<file path="src/rtl/cbe_pkg.sv">
// ----------------------------------------------------------------------------
// cbe_pkg
// Shared constants, types and helpers for the cubic bezier easing core.
// ----------------------------------------------------------------------------
package cbe_pkg;

  // Solver iteration limits
  localparam int NEWTON_STEPS = 8;
  localparam int BISECT_STEPS = 30;

  // Datapath widths: working values, curve parameter, port values
  localparam int WW  = 48;
  localparam int SW  = 32;
  localparam int PW  = 18;
  localparam int NCW = $clog2(NEWTON_STEPS + 1);
  localparam int BCW = $clog2(BISECT_STEPS + 1);

  // Q2.30 constants
  localparam int ONE_Q30 = 1 << 30;
  localparam int EPS_Q30 = 1074;

  typedef logic signed [WW-1:0] wide_t;
  typedef logic signed [SW-1:0] sq_t;

  // Configuration register indexes
  typedef enum logic [1:0] {
    CFG_X1 = 2'd0,
    CFG_Y1 = 2'd1,
    CFG_X2 = 2'd2,
    CFG_Y2 = 2'd3
  } cfg_idx_e;

  // Magnitude of a working value
  function automatic logic [WW-1:0] mag_w(input wide_t v);
    mag_w = v[WW-1] ? $unsigned(-v) : $unsigned(v);
  endfunction

  // Strict tolerance test |v| < EPS
  function automatic logic is_small(input wide_t v);
    is_small = (v > -wide_t'(EPS_Q30)) && (v < wide_t'(EPS_Q30));
  endfunction

endpackage

</file>
<file path="src/rtl/cbe_in_if.sv">
// ----------------------------------------------------------------------------
// cbe_in_if
// Progress input channel: valid/ready with one signed Q2.16 value.
// ----------------------------------------------------------------------------
interface cbe_in_if;
  logic              valid;
  logic              ready;
  logic signed [17:0] progress;

  modport source (output valid, output progress, input ready);
  modport sink   (input valid, input progress, output ready);
endinterface

</file>
<file path="src/rtl/cbe_out_if.sv">
// ----------------------------------------------------------------------------
// cbe_out_if
// Eased output channel: valid/ready with one signed Q2.16 value.
// ----------------------------------------------------------------------------
interface cbe_out_if;
  logic              valid;
  logic              ready;
  logic signed [17:0] eased;

  modport source (output valid, output eased, input ready);
  modport sink   (input valid, input eased, output ready);
endinterface

</file>
<file path="src/rtl/cubic_bezier_easing_core.sv">
// ----------------------------------------------------------------------------
// cubic_bezier_easing_core
// CSS-style cubic bezier timing function: eased = Y(s) where X(s) = progress.
// ----------------------------------------------------------------------------
// One progress value is taken at a time; the channel is not ready until the
// result is queued. Progress at or below 0 or at or above 1.0 skips the solver
// and goes straight to the result stage. Otherwise every operation runs on one
// shared 48x16 multiplier, which forms each Q2.30 product in two halves, and one
// bit-serial divider: an item takes up to 8 Newton steps and up to 30 bisection
// steps before the final Y evaluation, and then waits out any output stall.
// Configuration writes apply to the next item taken.
module cubic_bezier_easing_core import cbe_pkg::*; (
  input  logic              clk_i,
  input  logic              rst_ni,
  cbe_in_if.sink            in_ch,
  cbe_out_if.source         out_ch,
  input  logic              cfg_we_i,
  input  logic [1:0]        cfg_idx_i,
  input  logic [PW-1:0]     cfg_data_i
);

  typedef enum logic [2:0] {
    ST_IDLE, ST_MUL_LO, ST_MUL_HI, ST_DIV, ST_FIN
  } state_e;

  typedef enum logic [1:0] {
    PH_NX, PH_ND, PH_BX, PH_Y
  } phase_e;

  // Configuration registers
  logic [16:0]        ctrl_x1_q, ctrl_x2_q;
  logic signed [17:0] ctrl_y1_q, ctrl_y2_q;

  always_ff @(posedge clk_i or negedge rst_ni) begin
    if (!rst_ni) begin
      ctrl_x1_q <= 17'd0;
      ctrl_y1_q <= 18'sd0;
      ctrl_x2_q <= 17'd65536;
      ctrl_y2_q <= 18'sd65536;
    end else if (cfg_we_i) begin
      unique case (cfg_idx_e'(cfg_idx_i))
        CFG_X1:  ctrl_x1_q <= cfg_data_i[16:0];
        CFG_Y1:  ctrl_y1_q <= cfg_data_i;
        CFG_X2:  ctrl_x2_q <= cfg_data_i[16:0];
        CFG_Y2:  ctrl_y2_q <= cfg_data_i;
        default: ;
      endcase
    end
  end

  // Coefficients from control points, latched per transaction
  logic [16:0] x1c, x2c;
  wide_t x1w, x2w, y1w, y2w, dxw, dyw;
  wide_t cx_n, bx_n, ax_n, cy_n, by_n, ay_n, x_n;

  always_comb begin
    x1c  = (ctrl_x1_q > 17'd65536) ? 17'd65536 : ctrl_x1_q;
    x2c  = (ctrl_x2_q > 17'd65536) ? 17'd65536 : ctrl_x2_q;
    x1w  = {17'b0, x1c, 14'b0};
    x2w  = {17'b0, x2c, 14'b0};
    y1w  = {{16{ctrl_y1_q[17]}}, ctrl_y1_q, 14'b0};
    y2w  = {{16{ctrl_y2_q[17]}}, ctrl_y2_q, 14'b0};
    dxw  = x2w - x1w;
    dyw  = y2w - y1w;
    cx_n = x1w + (x1w <<< 1);
    bx_n = dxw + (dxw <<< 1) - cx_n;
    ax_n = wide_t'(ONE_Q30) - cx_n - bx_n;
    cy_n = y1w + (y1w <<< 1);
    by_n = dyw + (dyw <<< 1) - cy_n;
    ay_n = wide_t'(ONE_Q30) - cy_n - by_n;
    x_n  = {{16{in_ch.progress[17]}}, in_ch.progress, 14'b0};
  end

  // Sequencer state
  state_e          state_q;
  phase_e          phase_q;
  logic [1:0]      k_q;
  logic [NCW-1:0]  nc_q;
  logic [BCW-1:0]  bc_q;
  wide_t           acc_q, xt_q, d_q, x_q;
  wide_t           ax_q, bx_q, cx_q, ay_q, by_q, cy_q;
  sq_t             s_q;
  logic [30:0]     lo_q, hi_q;
  logic [63:0]     prod_q;
  logic [PW-1:0]   res_q;
  logic            div_start_q;
  logic            out_valid_q;
  logic [PW-1:0]   out_data_q;

  // Shared multiplier: |acc| times one 16-bit half of |s|
  logic [WW-1:0] a_mag;
  logic [SW-1:0] s_mag;
  logic [15:0]   s_half;
  logic [63:0]   pp;
  logic [79:0]   full;
  logic [WW-1:0] r_mag;
  wide_t         mul_r;

  always_comb begin
    a_mag  = mag_w(acc_q);
    s_mag  = s_q[SW-1] ? $unsigned(-s_q) : $unsigned(s_q);
    s_half = (state_q == ST_MUL_LO) ? s_mag[15:0] : s_mag[31:16];
    pp     = a_mag * s_half;
    full   = {16'b0, prod_q} + {pp, 16'b0};
    r_mag  = full[77:30];
    mul_r  = (acc_q[WW-1] ^ s_q[SW-1]) ? -$signed(r_mag) : $signed(r_mag);
  end

  // Coefficients of the polynomial under evaluation
  wide_t cur_b, cur_c;
  always_comb begin
    cur_b = (phase_q == PH_Y) ? by_q : bx_q;
    cur_c = (phase_q == PH_Y) ? cy_q : cx_q;
  end

  // Decisions taken at the end of a chain
  wide_t        diff, d_val;
  logic         x_gt;
  logic [30:0]  lo_n, hi_n;
  logic [31:0]  mid_sum;
  sq_t          mid;

  always_comb begin
    diff    = mul_r - x_q;
    d_val   = mul_r + cx_q;
    x_gt    = x_q > mul_r;
    lo_n    = x_gt ? s_q[30:0] : lo_q;
    hi_n    = x_gt ? hi_q : s_q[30:0];
    mid_sum = {1'b0, lo_n} + {1'b0, hi_n};
    mid     = sq_t'(mid_sum >> 1);
  end

  // Divider and Newton update
  logic          div_done;
  logic [SW:0]   quot;
  logic          q_neg;
  logic signed [SW+1:0] q_s, s_sub;
  sq_t           s_newton;

  cbe_div u_div (
    .clk_i   (clk_i),
    .rst_ni  (rst_ni),
    .start_i (div_start_q),
    .num_i   (mag_w(xt_q)),
    .den_i   (mag_w(d_q)),
    .done_o  (div_done),
    .quot_o  (quot)
  );

  always_comb begin
    q_neg = xt_q[WW-1] ^ d_q[WW-1];
    q_s   = q_neg ? -$signed({1'b0, quot}) : $signed({1'b0, quot});
    s_sub = {{2{s_q[SW-1]}}, s_q} - q_s;
    if (s_sub[SW+1:SW-1] == 3'b000 || s_sub[SW+1:SW-1] == 3'b111) begin
      s_newton = s_sub[SW-1:0];
    end else begin
      s_newton = s_sub[SW+1] ? {1'b1, {(SW-1){1'b0}}} : {1'b0, {(SW-1){1'b1}}};
    end
  end

  // Rounding Q2.30 -> Q2.16, half away from zero, saturated
  logic [WW:0]   y_sum;
  logic [34:0]   uy;
  logic [PW-1:0] uy_c, y_res;

  always_comb begin
    y_sum = {1'b0, mag_w(mul_r)} + (WW+1)'(8192);
    uy    = y_sum[WW:14];
    uy_c  = (uy > 35'd131072) ? 18'd131072 : uy[PW-1:0];
    if (mul_r[WW-1]) begin
      y_res = -uy_c;
    end else begin
      y_res = (uy_c == 18'd131072) ? 18'd131071 : uy_c;
    end
  end

  // Sequencer
  always_ff @(posedge clk_i or negedge rst_ni) begin
    if (!rst_ni) begin
      state_q     <= ST_IDLE;
      phase_q     <= PH_NX;
      k_q         <= '0;
      nc_q        <= '0;
      bc_q        <= '0;
      div_start_q <= 1'b0;
      out_valid_q <= 1'b0;
    end else begin
      div_start_q <= 1'b0;
      if (out_ch.ready) begin
        out_valid_q <= 1'b0;
      end
      unique case (state_q)
        ST_IDLE: begin
          if (in_ch.valid) begin
            ax_q <= ax_n; bx_q <= bx_n; cx_q <= cx_n;
            ay_q <= ay_n; by_q <= by_n; cy_q <= cy_n;
            x_q  <= x_n;
            s_q  <= x_n[SW-1:0];
            acc_q   <= ax_n;
            k_q     <= '0;
            nc_q    <= '0;
            phase_q <= PH_NX;
            if (in_ch.progress <= 18'sd0) begin
              res_q   <= '0;
              state_q <= ST_FIN;
            end else if (in_ch.progress >= 18'sd65536) begin
              res_q   <= 18'd65536;
              state_q <= ST_FIN;
            end else begin
              state_q <= ST_MUL_LO;
            end
          end
        end

        ST_MUL_LO: begin
          prod_q  <= pp;
          state_q <= ST_MUL_HI;
        end

        ST_MUL_HI: begin
          state_q <= ST_MUL_LO;
          k_q     <= k_q + 2'd1;
          if (phase_q == PH_ND) begin
            if (k_q == 2'd0) begin
              acc_q <= mul_r + (bx_q <<< 1);
            end else if (is_small(d_val)) begin
              // Flat derivative: fall back to bisection
              s_q <= x_q[SW-1:0]; lo_q <= '0; hi_q <= 31'(ONE_Q30);
              bc_q <= '0; phase_q <= PH_BX; acc_q <= ax_q; k_q <= '0;
            end else begin
              d_q         <= d_val;
              div_start_q <= 1'b1;
              state_q     <= ST_DIV;
            end
          end else if (k_q == 2'd0) begin
            acc_q <= mul_r + cur_b;
          end else if (k_q == 2'd1) begin
            acc_q <= mul_r + cur_c;
          end else begin
            k_q <= '0;
            case (phase_q)
              PH_NX: begin
                if (is_small(diff)) begin
                  phase_q <= PH_Y; acc_q <= ay_q;
                end else begin
                  xt_q <= diff; phase_q <= PH_ND;
                  acc_q <= ax_q + (ax_q <<< 1);
                end
              end
              PH_BX: begin
                if (is_small(diff)) begin
                  phase_q <= PH_Y; acc_q <= ay_q;
                end else begin
                  lo_q <= lo_n; hi_q <= hi_n; s_q <= mid;
                  bc_q <= bc_q + BCW'(1);
                  if (bc_q != BCW'(BISECT_STEPS - 1) && lo_n < hi_n) begin
                    acc_q <= ax_q;
                  end else begin
                    phase_q <= PH_Y; acc_q <= ay_q;
                  end
                end
              end
              default: begin
                res_q   <= y_res;
                state_q <= ST_FIN;
              end
            endcase
          end
        end

        ST_DIV: begin
          if (div_done) begin
            nc_q    <= nc_q + NCW'(1);
            k_q     <= '0;
            acc_q   <= ax_q;
            state_q <= ST_MUL_LO;
            if (nc_q == NCW'(NEWTON_STEPS - 1)) begin
              // Newton did not converge: bisection from s = t
              s_q <= x_q[SW-1:0]; lo_q <= '0; hi_q <= 31'(ONE_Q30);
              bc_q <= '0; phase_q <= PH_BX;
            end else begin
              s_q <= s_newton; phase_q <= PH_NX;
            end
          end
        end

        ST_FIN: begin
          if (!out_valid_q || out_ch.ready) begin
            out_valid_q <= 1'b1;
            out_data_q  <= res_q;
            state_q     <= ST_IDLE;
          end
        end

        default: state_q <= ST_IDLE;
      endcase
    end
  end

  assign in_ch.ready  = (state_q == ST_IDLE);
  assign out_ch.valid = out_valid_q;
  assign out_ch.eased = out_data_q;

`ifndef SYNTHESIS
  // A taken transaction always leaves idle
  a_accept_busy: assert property (@(posedge clk_i) disable iff (!rst_ni)
    in_ch.valid && in_ch.ready |=> state_q != ST_IDLE)
    else $error("accepted transaction left sequencer idle");

  // Bisection keeps s inside [0, 1.0]
  a_bisect_range: assert property (@(posedge clk_i) disable iff (!rst_ni)
    (phase_q == PH_BX && state_q == ST_MUL_LO) |-> (s_q >= 0 && s_q <= sq_t'(ONE_Q30)))
    else $error("bisection parameter out of range");

  // Newton step count stays bounded
  a_newton_bound: assert property (@(posedge clk_i) disable iff (!rst_ni)
    nc_q <= NCW'(NEWTON_STEPS))
    else $error("Newton step count overrun");

  // A queued result is never overwritten while stalled
  a_no_overwrite: assert property (@(posedge clk_i) disable iff (!rst_ni)
    (state_q == ST_FIN && out_valid_q && !out_ch.ready) |=> state_q == ST_FIN)
    else $error("result slot overwritten");
`endif

endmodule

</file>
<file path="src/rtl/cbe_div.sv">
// ----------------------------------------------------------------------------
// cbe_div
// Radix-2 restoring divider: unsigned num/den in Q2.30, one quotient bit per
// cycle, result limited to 4.0.
// ----------------------------------------------------------------------------
module cbe_div import cbe_pkg::*; (
  input  logic          clk_i,
  input  logic          rst_ni,
  input  logic          start_i,
  input  logic [WW-1:0] num_i,
  input  logic [WW-1:0] den_i,
  output logic          done_o,
  output logic [SW:0]   quot_o
);

  logic          busy_q;
  logic          done_q;
  logic [4:0]    cnt_q;
  logic [WW:0]   rem_q;
  logic [WW-1:0] den_q;
  logic [1:0]    nlo_q;
  logic [SW:0]   quot_q;

  logic          in_bit;
  logic [WW:0]   shifted;
  logic          ge;
  logic          over;

  // Quotient would reach 4.0 or more
  assign over = {2'b00, num_i} >= {den_i, 2'b00};

  // Dividend bits below the initial remainder: two numerator LSBs, then zeros
  always_comb begin
    case (cnt_q)
      5'd31:   in_bit = nlo_q[1];
      5'd30:   in_bit = nlo_q[0];
      default: in_bit = 1'b0;
    endcase
  end

  assign shifted = {rem_q[WW-1:0], in_bit};
  assign ge      = shifted >= {1'b0, den_q};

  // Iteration
  always_ff @(posedge clk_i or negedge rst_ni) begin
    if (!rst_ni) begin
      busy_q <= 1'b0;
      done_q <= 1'b0;
      cnt_q  <= '0;
      rem_q  <= '0;
      nlo_q  <= '0;
      den_q  <= '0;
      quot_q <= '0;
    end else begin
      done_q <= 1'b0;
      if (start_i) begin
        if (!over) begin
          busy_q <= 1'b1;
          cnt_q  <= 5'd31;
          quot_q <= '0;
        end
        rem_q <= {3'b000, num_i[WW-1:2]};
        nlo_q <= num_i[1:0];
        den_q <= den_i;
      end else if (busy_q) begin
        rem_q  <= ge ? (shifted - {1'b0, den_q}) : shifted;
        quot_q <= {quot_q[SW-1:0], ge};
        cnt_q  <= cnt_q - 5'd1;
        if (cnt_q == 5'd0) begin
          busy_q <= 1'b0;
          done_q <= 1'b1;
        end
      end
    end
  end

  // Saturated result: 4.0 in Q2.30
  logic sat_q;
  always_ff @(posedge clk_i or negedge rst_ni) begin
    if (!rst_ni) begin
      sat_q <= 1'b0;
    end else if (start_i) begin
      sat_q <= over;
    end else if (done_o) begin
      sat_q <= 1'b0;
    end
  end

  logic sat_done_q;
  always_ff @(posedge clk_i or negedge rst_ni) begin
    if (!rst_ni) begin
      sat_done_q <= 1'b0;
    end else begin
      sat_done_q <= start_i && over;
    end
  end

  assign done_o = done_q || sat_done_q;
  assign quot_o = sat_q ? {1'b1, {SW{1'b0}}} : quot_q;

endmodule
</file>
<file path="src/flat_wrapper.sv">
// flat-port wrapper written by rule: the top's interface ports become plain ports
module cubic_bezier_easing_core_flat import cbe_pkg::*;
  (clk_i, rst_ni, cfg_we_i, cfg_idx_i, cfg_data_i, in_ch_valid, in_ch_progress, in_ch_ready, out_ch_valid, out_ch_eased, out_ch_ready);
  cbe_in_if in_ch_i ();
  cbe_out_if out_ch_i ();
  input  logic clk_i;
  input  logic rst_ni;
  input  logic cfg_we_i;
  input  logic [1:0] cfg_idx_i;
  input  logic [PW-1:0] cfg_data_i;
  input wire logic [$bits(in_ch_i.valid)-1:0] in_ch_valid;
  input wire logic [$bits(in_ch_i.progress)-1:0] in_ch_progress;
  output wire logic [$bits(in_ch_i.ready)-1:0] in_ch_ready;
  output wire logic [$bits(out_ch_i.valid)-1:0] out_ch_valid;
  output wire logic [$bits(out_ch_i.eased)-1:0] out_ch_eased;
  input wire logic [$bits(out_ch_i.ready)-1:0] out_ch_ready;
  assign in_ch_i.valid = in_ch_valid;
  assign in_ch_i.progress = in_ch_progress;
  assign in_ch_ready = in_ch_i.ready;
  assign out_ch_valid = out_ch_i.valid;
  assign out_ch_eased = out_ch_i.eased;
  assign out_ch_i.ready = out_ch_ready;
  cubic_bezier_easing_core u_core (.clk_i(clk_i), .rst_ni(rst_ni), .in_ch(in_ch_i), .out_ch(out_ch_i), .cfg_we_i(cfg_we_i), .cfg_idx_i(cfg_idx_i), .cfg_data_i(cfg_data_i));
endmodule
</file>
<file path="config.mk">
export PLATFORM = sky130hd
export DESIGN_NAME = cubic_bezier_easing_core_flat
export DESIGN_NICKNAME = d
export VERILOG_FILES = /design/src/rtl/cbe_pkg.sv /design/src/rtl/cbe_in_if.sv /design/src/rtl/cbe_out_if.sv /design/src/rtl/cubic_bezier_easing_core.sv /design/src/rtl/cbe_div.sv /design/src/flat_wrapper.sv
export SDC_FILE = /design/constraint.sdc
export NUM_CORES = 2
export LEC_CHECK = 0
export ABC_AREA = 1
export BUFFER_PORTS_ARGS = -buffer_cell sky130_fd_sc_hd__buf_2
export CORE_MARGIN = 10
export CORE_UTILIZATION = 35
export DETAILED_ROUTE_END_ITERATION = 10
export SETUP_SLACK_MARGIN = 0.05
export SYNTH_ARGS = -nofsm -noshare
export SYNTH_HDL_FRONTEND = slang
export SYNTH_SLANG_ARGS = --single-unit
</file>
<file path="constraint.sdc">
create_clock -name clk_i -period 23.2 [get_ports clk_i]
set_clock_uncertainty 0.05 [all_clocks]
set_input_delay 2.32 -clock clk_i [delete_from_list [all_inputs] [get_ports clk_i]]
set_output_delay 2.32 -clock clk_i [all_outputs]
set_load 0.005 [all_outputs]
</file>
==> results.sh <==
export IMPL_status="finished clean"
export IMPL_dp_slack_ps=3000
export IMPL_htreeDepth=3
export IMPL_muxShareOfSynthArea=0.00562
export IMPL_finish_net_count=14300
export IMPL_grt_pass1_wl_um=497000
export IMPL_max_cap_viol_count=0
export IMPL_synth_top_family_by_area="adder cells"
export IMPL_synth_simple_area_share=0.231
export IMPL_cts_buffers=90
export IMPL_maxSlewViolCount=0
export IMPL_clk_latency_ps=770
export IMPL_drtAntennaViolNets=0
export IMPL_grt_max_degree=148
export IMPL_die_y_um=538
export IMPL_crit_required_ps=23650
export IMPL_wl_um=330000
export IMPL_dr_pass1_iters=7
export IMPL_clock_fmax_ghz=0.0488
export IMPL_synth_top_area_cell="edfxtp_1"
export IMPL_hold_viol=0
export IMPL_viasPerCell=5.19
export IMPL_startpoint_type="register"
export IMPL_worstPathMaxFanout=74
export IMPL_synth_compound_area_frac=0.120
export IMPL_yosysMostFrequentCell="nand2_1"
export IMPL_layout_drive_gt1_share=0.0561
export IMPL_ys_flop_type="edfxtp_1"
export IMPL_ys_seq_elements=743
export IMPL_die_w_um=538
export IMPL_cts_setup_buffers=0
export IMPL_synth_area_leaders="edfxtp_1 (16%), fa_1 (15%), nand2_1 (11%)"
export IMPL_period_share=0.884
export IMPL_cpMostUsedCell="inv_1"
export IMPL_cp_arrival_ps=20960
export IMPL_netlist_area_um2=94000
export IMPL_grt_overflow_total=0
export IMPL_yosys_warnings=0
export IMPL_end_kind="register"
export IMPL_synthXorXnorAreaFrac=0.0583
export IMPL_setup_slack_ps=2700
export IMPL_slowest_stage="inv_2"
export IMPL_synth_nets=14300
export IMPL_fin_crit_ps=20500
export IMPL_synthTopCellsByCount="nand2_1 (2699), inv_1 (2241), nor2_1 (1248)"
export IMPL_postCtsHoldBufs=0
export IMPL_route_vias_total=84900
export IMPL_routedWlPerCell_um=20.2
export IMPL_path_clk_slew_ps=70
export IMPL_rows=190
export IMPL_synth_edf_count=515
export IMPL_dieArea_um2=290000
export IMPL_hold_path_class="register to register"
export IMPL_ys_async_sr_fraction=0.307
export IMPL_synth_top_area_frac=0.165
export IMPL_pin_count=63
export IMPL_cts_buffer_depth=3
export IMPL_yosysSeqAreaShare=0.225
export IMPL_syn_inst=12700
export IMPL_whs_ps=367
export IMPL_cpPeakStageDelay_ps=1060
export IMPL_grtUsageTotal=0.222
export IMPL_setup_viol=0
export IMPL_worstMarginPinSlew_ps=1270
export IMPL_synth_fa_ha_area_frac=0.253
export IMPL_area_growth_pct=8.48
export IMPL_ctsRootBufferMaster="clkbuf_16"
export IMPL_ys_types=81
export IMPL_drc=0
export IMPL_io_buffers=62
export IMPL_initialDrtViolationCount=7535
export IMPL_syn_mean_instance_area_um2=7.37
export IMPL_start_util=0.351
export IMPL_fin_util=0.381
export IMPL_finalSetupTns_ps=0
export IMPL_cts_resized=0
export IMPL_tritoncts="yes"
export IMPL_gp_congestion=0.994
export IMPL_cts_sinks=743
export IMPL_coreArea_um2=268000
export IMPL_grt_pass1_vias=81700
export IMPL_maxSlewHeadroom=0.144
export IMPL_place_hpwl_um=269000
export IMPL_rsz0062_at_grt="false"
export IMPL_antenna_found_initial=6
export IMPL_critical_path_class="register to register"
-- flip-flops by register name, summed over array words and instances (netlist names), 19 cells and up --
name	cells
u_core.ax_q	34
u_core.u_div.rem_q	48
u_core.xt_q	48
u_core.by_q	34
u_core.acc_q	48
u_core.hi_q	31
u_core.cy_q	20
u_core.prod_q	48
u_core.bx_q	34
u_core.lo_q	31
u_core.u_div.den_q	48
u_core.cx_q	19
u_core.d_q	48
u_core.s_q	32
u_core.u_div.quot_q	33
u_core.ay_q	34
-- critical path: cells and delay by family, from the launching register on --
kind	cells	cell delay [ps]
compound gates	11	2030
xor+xnor	3	950
fa+ha+maj	10	4760
buf+inv	22	4470
flops	1	480
simple gates	42	7370
-- cells in the final DEF, fill, tap and decap left out, drive strengths merged, types with 196 or more instances in the layout --
cell	n
fa	691
ha	797
edfxtp	515
buf	196
xnor2	204
nand2	2772
xor2	418
a21oi	906
dfrtp	226
nor2	1307
o21ai	736
inv	2340
nand3	641
-- final timing paths --
| kind | start | to | slack [ps] | cells after the start |
|---|---|---|---|---|
| setup / recovery | u_core.s_q[2] | u_core.acc_q[39] | 2700 | 88 |
| hold / removal | u_core.res_q[11] | u_core.out_ch.eased[11] | 370 | 0 |
| setup reg to reg | u_core.s_q[2] | u_core.acc_q[39] | 2700 | 88 |
| hold reg to reg | u_core.res_q[11] | u_core.out_ch.eased[11] | 370 | 0 |
| max in group asynchronous | rst_ni | u_core.u_div.cnt_q[2] | 20400 | 2 |
| min in group asynchronous | rst_ni | u_core.ctrl_x1_q[1] | 1440 | 1 |
-- stage by stage --
stage	instance area (µm²)	cells
floorplan	94000	12700
global placement	98800	16200
detailed placement	98800	16200
CTS	102000	16400
global route	102000	16400
finish	102000	16400
-- cells by family (layout without fill, tap and decap cells) --
| family | Yosys count | count (layout) |
|---|---|---|
| other | 0 | 3 |
| AND/OR/NAND/NOR | 5145 | 5145 |
| flip-flops | 743 | 743 |
| adder cells (fa/ha/maj) | 1488 | 1488 |
| XOR/XNOR | 622 | 622 |
| AO/OA/AOI/OAI | 2047 | 2047 |
| buffers and inverters | 2656 | 2719 |
| multiplexers | 47 | 47 |
-- per-layer routing --
metal / vias up / global-route usage / share of wire
met3: 480 / 0.0271 / 0.066
met5: - / 0 / 0.000039
met1: 40700 / 0.300 / 0.44
met2: 2761 / 0.361 / 0.45
li1: 40900 / - / -
met4: 2 / 0.0859 / 0.044
-- area by class of cell --
cell class                      instances  area (µm²)
Fill cell                           28300      166000
Clock buffer                          110        2400
Clock inverter                         58         758
Tap cell                             3552        4440
Antenna cell                            3        7.51
Sequential cell                       743       21200
Multi-Input combinational cell       9349       63000
Inverter                             2355        8840
Timing Repair Buffer                  196        1340
Power is left out: the tool's default activity adds up to more than one toggle a clock period on the data nets, which glitch-free logic cannot reach.
